`config.mk`:
```
export PLATFORM = sky130hd
export DESIGN_NAME = hotp_hmac_sha1_generator_unit
export DESIGN_NICKNAME = d
export VERILOG_FILES = /design/src/rtl/hotp_pkg.sv /design/src/rtl/hotp_sha1_core.sv /design/src/rtl/hotp_sequencer.sv /design/src/rtl/hotp_hmac_sha1_generator_unit.sv
export SDC_FILE = /design/constraint.sdc
export NUM_CORES = 2
export LEC_CHECK = 0
export BUFFER_PORTS_ARGS = -buffer_cell sky130_fd_sc_hd__clkbuf_2
export CORE_UTILIZATION = 54
export CTS_CLUSTER_DIAMETER = 60
export DETAILED_ROUTE_END_ITERATION = 10
export PLACE_DENSITY = 0.71
export SYNTH_ARGS = -nofsm -noshare
export SYNTH_HDL_FRONTEND = slang
export SYNTH_SLANG_ARGS = --single-unit
```
`constraint.sdc`:
```
create_clock -name clk -period 93.5 [get_ports clk]
set_input_delay 18.7 -clock clk [delete_from_list [all_inputs] [get_ports clk]]
set_output_delay 18.7 -clock clk [all_outputs]
set_load 0.1 [all_outputs]
```
`src/rtl/hotp_pkg.sv`:
```
// ----------------------------------------------------------------------------
// hotp_pkg: shared types and constants for the HOTP generator
// Holds the SHA-1 constants, the sequencer states and the round helpers.
// ----------------------------------------------------------------------------
package hotp_pkg;

  localparam int MAX_KEY_BYTES = 32;
  localparam int KEY_BYTES     = (MAX_KEY_BYTES < 32) ? MAX_KEY_BYTES : 32;

  // configuration register indexes
  localparam logic [2:0] CFG_KEY0   = 3'd0;
  localparam logic [2:0] CFG_KEY1   = 3'd1;
  localparam logic [2:0] CFG_KEY2   = 3'd2;
  localparam logic [2:0] CFG_KEY3   = 3'd3;
  localparam logic [2:0] CFG_KEYLEN = 3'd4;
  localparam logic [2:0] CFG_DIGITS = 3'd5;

  localparam logic [31:0] H0 = 32'h67452301;
  localparam logic [31:0] H1 = 32'hEFCDAB89;
  localparam logic [31:0] H2 = 32'h98BADCFE;
  localparam logic [31:0] H3 = 32'h10325476;
  localparam logic [31:0] H4 = 32'hC3D2E1F0;

  typedef enum logic [2:0] {
    ST_IDLE,
    ST_LOAD,
    ST_ROUND,
    ST_FOLD,
    ST_TRUNC,
    ST_MOD,
    ST_DONE
  } hotp_state_t;

  // control from sequencer to round core
  typedef struct packed {
    logic       load;    // load block words and working variables
    logic       init;    // chaining values from the SHA-1 IV
    logic       round;   // advance one round
    logic       fold;    // add working vars into chaining values
    logic [6:0] rnd;     // round index
  } hotp_core_ctl_t;

  function automatic logic [31:0] round_k(input logic [6:0] r);
    logic [31:0] k;
    if (r < 7'd20)      k = 32'h5A827999;
    else if (r < 7'd40) k = 32'h6ED9EBA1;
    else if (r < 7'd60) k = 32'h8F1BBCDC;
    else                k = 32'hCA62C1D6;
    return k;
  endfunction

  function automatic logic [31:0] round_f(input logic [6:0] r, input logic [31:0] b,
                                          input logic [31:0] c, input logic [31:0] d);
    logic [31:0] f;
    if (r < 7'd20)      f = (b & c) | (~b & d);
    else if (r < 7'd40) f = b ^ c ^ d;
    else if (r < 7'd60) f = (b & c) | (b & d) | (c & d);
    else                f = b ^ c ^ d;
    return f;
  endfunction

  // 10^n for n = 6..9
  function automatic logic [30:0] pow10(input logic [3:0] n);
    logic [30:0] p;
    unique case (n)
      4'd6:    p = 31'd1000000;
      4'd7:    p = 31'd10000000;
      4'd8:    p = 31'd100000000;
      default: p = 31'd1000000000;
    endcase
    return p;
  endfunction

endpackage

```
`src/rtl/hotp_sha1_core.sv`:
```
// ----------------------------------------------------------------------------
// hotp_sha1_core: one SHA-1 round per cycle
// Keeps the 16-word schedule window, the working variables and the chaining
// values; one shared round adder is reused for all 80 rounds.
// ----------------------------------------------------------------------------
module hotp_sha1_core import hotp_pkg::*; (
  input  logic           clk,
  input  hotp_core_ctl_t ctl,
  input  logic [511:0]   block_in,
  output logic [159:0]   digest
);

  logic [31:0] w_r   [16];
  logic [31:0] w_nxt [16];
  logic [31:0] a_r, b_r, c_r, d_r, e_r;
  logic [31:0] h_r   [5];
  logic [31:0] t_val, w_new, w_cur;

  // schedule: current word at the window head, new word from taps
  assign w_cur = w_r[0];
  always_comb begin
    w_new = w_r[13] ^ w_r[8] ^ w_r[2] ^ w_r[0];
    w_new = {w_new[30:0], w_new[31]};
    for (int i = 0; i < 15; i++) w_nxt[i] = w_r[i+1];
    w_nxt[15] = w_new;
  end

  assign t_val = {a_r[26:0], a_r[31:27]} + round_f(ctl.rnd, b_r, c_r, d_r)
               + e_r + round_k(ctl.rnd) + w_cur;

  // load, advance and fold the compression state
  always_ff @(posedge clk) begin
    if (ctl.load) begin
      for (int i = 0; i < 16; i++) w_r[i] <= block_in[511-32*i -: 32];
      if (ctl.init) begin
        h_r[0] <= H0; h_r[1] <= H1; h_r[2] <= H2; h_r[3] <= H3; h_r[4] <= H4;
        a_r <= H0; b_r <= H1; c_r <= H2; d_r <= H3; e_r <= H4;
      end else begin
        a_r <= h_r[0]; b_r <= h_r[1]; c_r <= h_r[2]; d_r <= h_r[3]; e_r <= h_r[4];
      end
    end else if (ctl.round) begin
      w_r <= w_nxt;
      e_r <= d_r;
      d_r <= c_r;
      c_r <= {b_r[1:0], b_r[31:2]};
      b_r <= a_r;
      a_r <= t_val;
    end else if (ctl.fold) begin
      h_r[0] <= h_r[0] + a_r;
      h_r[1] <= h_r[1] + b_r;
      h_r[2] <= h_r[2] + c_r;
      h_r[3] <= h_r[3] + d_r;
      h_r[4] <= h_r[4] + e_r;
    end
  end

  assign digest = {h_r[0], h_r[1], h_r[2], h_r[3], h_r[4]};

endmodule

```
`src/rtl/hotp_sequencer.sv`:
```
// ----------------------------------------------------------------------------
// hotp_sequencer: pass and round control
// Steps through four compressions, truncation and the modulo reduction.
// ----------------------------------------------------------------------------
module hotp_sequencer import hotp_pkg::*; (
  input  logic           clk,
  input  logic           rst_n,
  input  logic           start,
  input  logic           mod_done,
  input  logic           out_taken,
  output hotp_state_t    state,
  output logic [1:0]     pass,
  output hotp_core_ctl_t ctl
);

  hotp_state_t state_r, state_nxt;
  logic [6:0]  rnd_r, rnd_nxt;
  logic [1:0]  pass_r, pass_nxt;

  // next state
  always_comb begin
    state_nxt = state_r;
    rnd_nxt   = rnd_r;
    pass_nxt  = pass_r;
    unique case (state_r)
      ST_IDLE:  if (start) begin
        state_nxt = ST_LOAD;
        pass_nxt  = 2'd0;
      end
      ST_LOAD: begin
        state_nxt = ST_ROUND;
        rnd_nxt   = 7'd0;
      end
      ST_ROUND: begin
        rnd_nxt = rnd_r + 7'd1;
        if (rnd_r == 7'd79) state_nxt = ST_FOLD;
      end
      ST_FOLD: begin
        pass_nxt = pass_r + 2'd1;
        state_nxt = (pass_r == 2'd3) ? ST_TRUNC : ST_LOAD;
      end
      ST_TRUNC: state_nxt = ST_MOD;
      ST_MOD:   if (mod_done) state_nxt = ST_DONE;
      ST_DONE:  if (out_taken) state_nxt = ST_IDLE;
      default:  state_nxt = ST_IDLE;
    endcase
  end

  // outputs
  always_comb begin
    ctl.load  = (state_r == ST_LOAD);
    ctl.init  = (state_r == ST_LOAD) && !pass_r[0];
    ctl.round = (state_r == ST_ROUND);
    ctl.fold  = (state_r == ST_FOLD);
    ctl.rnd   = rnd_r;
  end

  always_ff @(posedge clk) begin
    if (!rst_n) begin
      state_r <= ST_IDLE;
      rnd_r   <= '0;
      pass_r  <= '0;
    end else begin
      state_r <= state_nxt;
      rnd_r   <= rnd_nxt;
      pass_r  <= pass_nxt;
    end
  end

  assign state = state_r;
  assign pass  = pass_r;

endmodule

```
`src/rtl/hotp_hmac_sha1_generator_unit.sv`:
```
// ----------------------------------------------------------------------------
// hotp_hmac_sha1_generator_unit: HOTP one-time password generator
// ----------------------------------------------------------------------------
// Each accepted counter word yields one otp_value after four SHA-1
// compressions (each a load, 80 rounds on the single round adder and a
// fold), a truncation step, restoring subtraction over shifts 30..0 for
// the modulo (ended at once for ten digits), and a done state that holds
// the result until it is taken. in_stall is high from acceptance until the
// result is taken. Key and digit registers are written through cfg_*; the
// user must do so only while the block is idle, as the block does not check.
// ----------------------------------------------------------------------------
module hotp_hmac_sha1_generator_unit import hotp_pkg::*; (
  input  logic        clk,
  input  logic        rst_n,
  input  logic        in_valid,
  output logic        in_stall,
  input  logic [63:0] in_moving_counter,
  output logic        out_valid,
  input  logic        out_stall,
  output logic [30:0] out_otp_value,
  input  logic        cfg_valid,
  output logic        cfg_ready,
  input  logic [2:0]  cfg_index,
  input  logic [63:0] cfg_data
);

  logic [63:0]    key_w_r [4];
  logic [5:0]     key_len_r;
  logic [3:0]     digits_r;
  logic [63:0]    ctr_r;
  logic [159:0]   inner_r;
  logic [159:0]   digest;
  logic [511:0]   block;
  logic [255:0]   key_raw, key_mask, key_bytes;
  logic [5:0]     klen;
  logic [3:0]     nd;
  logic [1:0]     pass;
  hotp_state_t    state;
  hotp_core_ctl_t ctl;
  logic           start, out_taken, mod_done;
  logic [30:0]    rem_r, div_r;
  logic [4:0]     mcnt_r;
  logic [61:0]    trial;
  logic [31:0]    word;
  logic [3:0]     off;

  assign start     = in_valid && !in_stall;
  assign out_taken = out_valid && !out_stall;
  assign in_stall  = (state != ST_IDLE);
  assign cfg_ready = 1'b1;

  // configuration registers
  always_ff @(posedge clk) begin
    if (!rst_n) begin
      for (int i = 0; i < 4; i++) key_w_r[i] <= '0;
      key_len_r <= 6'd20;
      digits_r  <= 4'd6;
    end else if (cfg_valid) begin
      unique case (cfg_index)
        CFG_KEY0:   key_w_r[0] <= cfg_data;
        CFG_KEY1:   key_w_r[1] <= cfg_data;
        CFG_KEY2:   key_w_r[2] <= cfg_data;
        CFG_KEY3:   key_w_r[3] <= cfg_data;
        CFG_KEYLEN: key_len_r  <= cfg_data[5:0];
        CFG_DIGITS: digits_r   <= cfg_data[3:0];
        default: ;
      endcase
    end
  end

  // clamp key length and mask unused key bytes
  assign klen    = (key_len_r > 6'(KEY_BYTES)) ? 6'(KEY_BYTES) : key_len_r;
  assign key_raw = {key_w_r[0], key_w_r[1], key_w_r[2], key_w_r[3]};
  always_comb begin
    for (int i = 0; i < 32; i++)
      key_mask[255-8*i -: 8] = (6'(i) < klen) ? 8'hFF : 8'h00;
  end
  assign key_bytes = key_raw & key_mask;

  // pick the block for each pass: ipad, inner tail, opad, outer tail
  always_comb begin
    unique case (pass)
      2'd0: block = {key_bytes ^ {32{8'h36}}, {32{8'h36}}};
      2'd1: block = {ctr_r, 8'h80, 376'd0, 64'd576};
      2'd2: block = {key_bytes ^ {32{8'h5C}}, {32{8'h5C}}};
      default: block = {inner_r, 8'h80, 280'd0, 64'd672};
    endcase
  end

  hotp_sequencer u_seq (
    .clk       (clk),
    .rst_n     (rst_n),
    .start     (start),
    .mod_done  (mod_done),
    .out_taken (out_taken),
    .state     (state),
    .pass      (pass),
    .ctl       (ctl)
  );

  hotp_sha1_core u_core (
    .clk      (clk),
    .ctl      (ctl),
    .block_in (block),
    .digest   (digest)
  );

  // dynamic truncation
  assign off  = digest[3:0];
  assign word = digest[159 - 8*off -: 32];
  assign nd   = (digits_r < 4'd6) ? 4'd6 : ((digits_r > 4'd10) ? 4'd10 : digits_r);

  // restoring reduction: subtract divisor*2^k for k = 30..0
  assign trial    = {31'd0, rem_r} - ({31'd0, div_r} << mcnt_r);
  assign mod_done = (mcnt_r == 5'd0) || (nd == 4'd10);

  always_ff @(posedge clk) begin
    if (start) ctr_r <= in_moving_counter;
    // grab the inner digest once its fold has settled, at the outer load
    if (ctl.load && pass == 2'd2) inner_r <= digest;
    if (state == ST_TRUNC) begin
      rem_r  <= word[30:0];
      div_r  <= pow10(nd);
      mcnt_r <= 5'd30;
    end else if (state == ST_MOD) begin
      if (!trial[61]) rem_r <= trial[30:0];
      if (mcnt_r != 5'd0) mcnt_r <= mcnt_r - 5'd1;
    end
  end

  assign out_valid     = (state == ST_DONE);
  assign out_otp_value = rem_r;

endmodule

```
==> impl_metrics.tcl <==
set metrics [dict create \
    wire_per_inst_um 33.5 \
    syn-num-nets 7563 \
    ir_drop_v 0.0000868 \
    synth_cell_types 84 \
    total_power_w 0.00345 \
    drtIter0Drc 10381 \
    tightest_slew_ps 1320 \
    switching_power_w 0.00148 \
    syn_inst 7050 \
    dp_hpwl_um 221000 \
    io_buffers 168 \
    clkLatencyLatePin_ps 820 \
    p_seq_frac 0.324 \
    ant_nets 0 \
    grt_use_total 0.421 \
    htreeDepth 4 \
    synth_warnings 0 \
    ys_ff_latch 1380 \
    whs_path_depth 2 \
    max_slew_margin 0.116 \
    cap_violations 0 \
    dr.pass1.iters 8 \
    tns_ps 0 \
    io_pins 170 \
    cts_tree "done" \
    r2r-end "u_core.a_r[31]$_DFFE_PP_" \
    synth_edf_count 1353 \
    netlist_top_cells_area "edfxtp_1 53%, nand2_1 4.4%, ha_1 4.1%" \
    cp.required_ps 74800 \
    drc 0 \
    p_leak_nw 32.9 \
    antenna_found_initial 21 \
    period_share 0.231 \
    dpl_cell_area_mm2 0.0789 \
    fmax_mhz 46.3 \
    r2r_start "u_seq.rnd_r[5]$_SDFFE_PN0P_" \
    min_period_ps 21580 \
    rrSetupSlack_ps 85050 \
    cts_root_buf "clkbuf_16" \
    drive_gt1_frac 0.0889 \
    ctsHoldBuffers 0 \
    cpPeakStageDelay_ps 860 \
    powerDensity_mw_per_mm2 40.8 \
    die_w_um 378 \
    synth_seq_area_share 0.539 \
    cts_buffers 162 \
    sw_frac_of_total 0.430 \
    detail_route.vias_per_cell 6.66 \
    die-area_mm2 0.143 \
    hold_class "reg -> reg" \
    comb_power_share 0.481 \
    worst_r2r_path_depth 26 \
    synth_area_per_cell_um2 10.8 \
    cts_sinks 1380 \
    grt_max_degree 243 \
    cp.arrival_ps 2880 \
    clock_path_buffers 3 \
    hold_viol_final 0 \
    criticalPathCategory "reg -> out" \
    wl_um 303000 \
    min_from "u_core.w_nxt[493]$_DFFE_PP_" \
    synth.cell_area_mm2 0.0765 \
    pwr-share-clk 0.194 \
    area_growth_pct 10.5 \
    worstSetupStartpointType "register" \
    pre_cts_ws_ps 72680 \
    gp_congestion 1.04 \
    p_int_w 0.00196 \
    yosysTopAreaCellShare 0.531 \
    grt_pass1_vias 55690 \
    fin_area_mm2 0.0845 \
    path_clk_slew_ps 60 \
    yosys.area.top_type "edfxtp_1" \
    gr-total-overflow 0 \
    status "finished clean" \
    via_count 60294 \
    final_cell_mix "1353 x edfxtp_1, 895 x nand2_1, 494 x nor2_1" \
    critPathMaxFanout 22 \
    nets 7545 \
    synthFlopType "edfxtp_1" \
    rsz0062_at_grt "no" \
    hold_end "u_core.w_cur[13]$_DFFE_PP_" \
    finalWorstSetupSlack_ps 71920 \
    skew_ps 52.4 \
    async_flop_share 0 \
    fin_util 0.603 \
    critPathBufInv 2 \
    cts-resized-gates 0 \
    path_delay_family "buffers and inverters" \
    initial_utilization 0.546 \
    coreArea_mm2 0.140 \
    post_cts_buffers 0 \
    setup_viol 0 \
    drv_slew 0 \
    cp_slowest_cell "dfxtp_1" \
    path_cells "inv_1 -> nand2_1 -> clkbuf_2" \
    row_count 137 \
    final_common_cell "edfxtp_1" \
    critPathCaptureType "output pin" \
    grt_pass1_wl_um 419000 \
    die_h_um 378 \
]
-- state kept, by name (all words and copies together) (netlist names) --
name,cells
ctr_r,64
digits_r,4
div_r,10
inner_r,160
key_len_r,6
key_w_r,256
mcnt_r,5
out_otp_value,31
u_core.a_r,32
u_core.b_r,32
u_core.c_r,32
u_core.d_r,32
u_core.e_r,32
u_core.h_r,160
u_core.w_cur,32
u_core.w_nxt,480
u_seq.pass,2
u_seq.rnd_r,7
u_seq.state,3
-- through the flow --
step | instances | hold slack, ps
after detailed placement | 8744 | 502
after floorplan | 7050 | 451
after global placement | 8744 | 496
after CTS | 9045 | 507
final | 9052 | 511
after global routing | 9045 | 521
-- cells in the mapped netlist, types with 45 or more instances --
cell	number
ha_1	253
o21ai_0	461
a21o_1	231
a31oi_1	61
fa_1	124
o21a_1	45
mux2i_1	178
edfxtp_1	1353
xor2_1	129
and2_1	344
a21oi_1	490
o21ai_1	50
clkbuf_1	352
a211oi_1	87
nor2_1	499
nand2_1	897
nor2b_1	67
xnor2_1	128
and3_1	60
nor3_1	67
nand3_1	209
buf_1	59
inv_1	262
-- worst max-delay path by stage --
stage / start / endpoint / depth (start not counted)
4_1_cts: u_seq.state[1]$_SDFFE_PN0P_ / in_stall / 3
6_report: u_seq.state[1]$_SDFFE_PN0P_ / in_stall / 3
3_5_place_dp: rst_n / key_w_r[1][49]$_SDFFCE_PN0P_ / 5
5_1_grt: u_seq.state[1]$_SDFFE_PN0P_ / in_stall / 3
3_3_place_gp: rst_n / key_w_r[1][50]$_SDFFCE_PN0P_ / 5
2_1_floorplan: u_seq.state[0]$_SDFFE_PN0P_ / u_core.a_r[0]$_DFFE_PP_ / 4
-- logic make-up (layout without fill, tap and decap cells) --
family / Yosys count / after routing / synth area share
compound gates: 1791 / 1791 / 0.147
other cells: 1 / 8 / 0.0000491
mux: 241 / 241 / 0.0377
simple gates: 2293 / 2293 / 0.138
flops: 1380 / 1380 / 0.539
fa+ha+maj: 377 / 377 / 0.0739
xor+xnor: 257 / 257 / 0.0294
buf+inv: 710 / 829 / 0.0355
-- final cells by class --
cell class / instances / area (um2)
Fill cell: 11582 / 55600
Sequential cell: 1380 / 41200
Multi-Input combinational cell: 4960 / 32800
Clock buffer: 189 / 4230
Tap cell: 1876 / 2350
Timing Repair Buffer: 260 / 1590
Clock inverter: 112 / 1350
Inverter: 268 / 1010
Antenna cell: 7 / 17.5
-- power groups by stage --
stage	sequential (W)	combinational, W	clock (W)
2_1_floorplan	0.00115	0.00115	0
4_1_cts	0.00111	0.00162	0.000671
6_report	0.00112	0.00166	0.000670
5_1_grt	0.00112	0.00181	0.000693
3_5_place_dp	0.00112	0.00160	0
3_3_place_gp	0.00112	0.00159	0
-- per-layer routing --
metal,wire length [um],GRT usage,part of all wire
met1,114000,0.571,0.38
met2,125000,0.590,0.41
met3,39900,0.117,0.13
met4,23900,0.275,0.079
met5,80,0,0.00026
-- worst min-delay path: cells and delay by family, from the launching register on --
kind | cells | cell delay, ps
AO/OA/AOI/OAI | 1 | 60
flip-flops | 1 | 320
AND/OR/NAND/NOR | 1 | 40
Power figures use the tool's default switching activity.
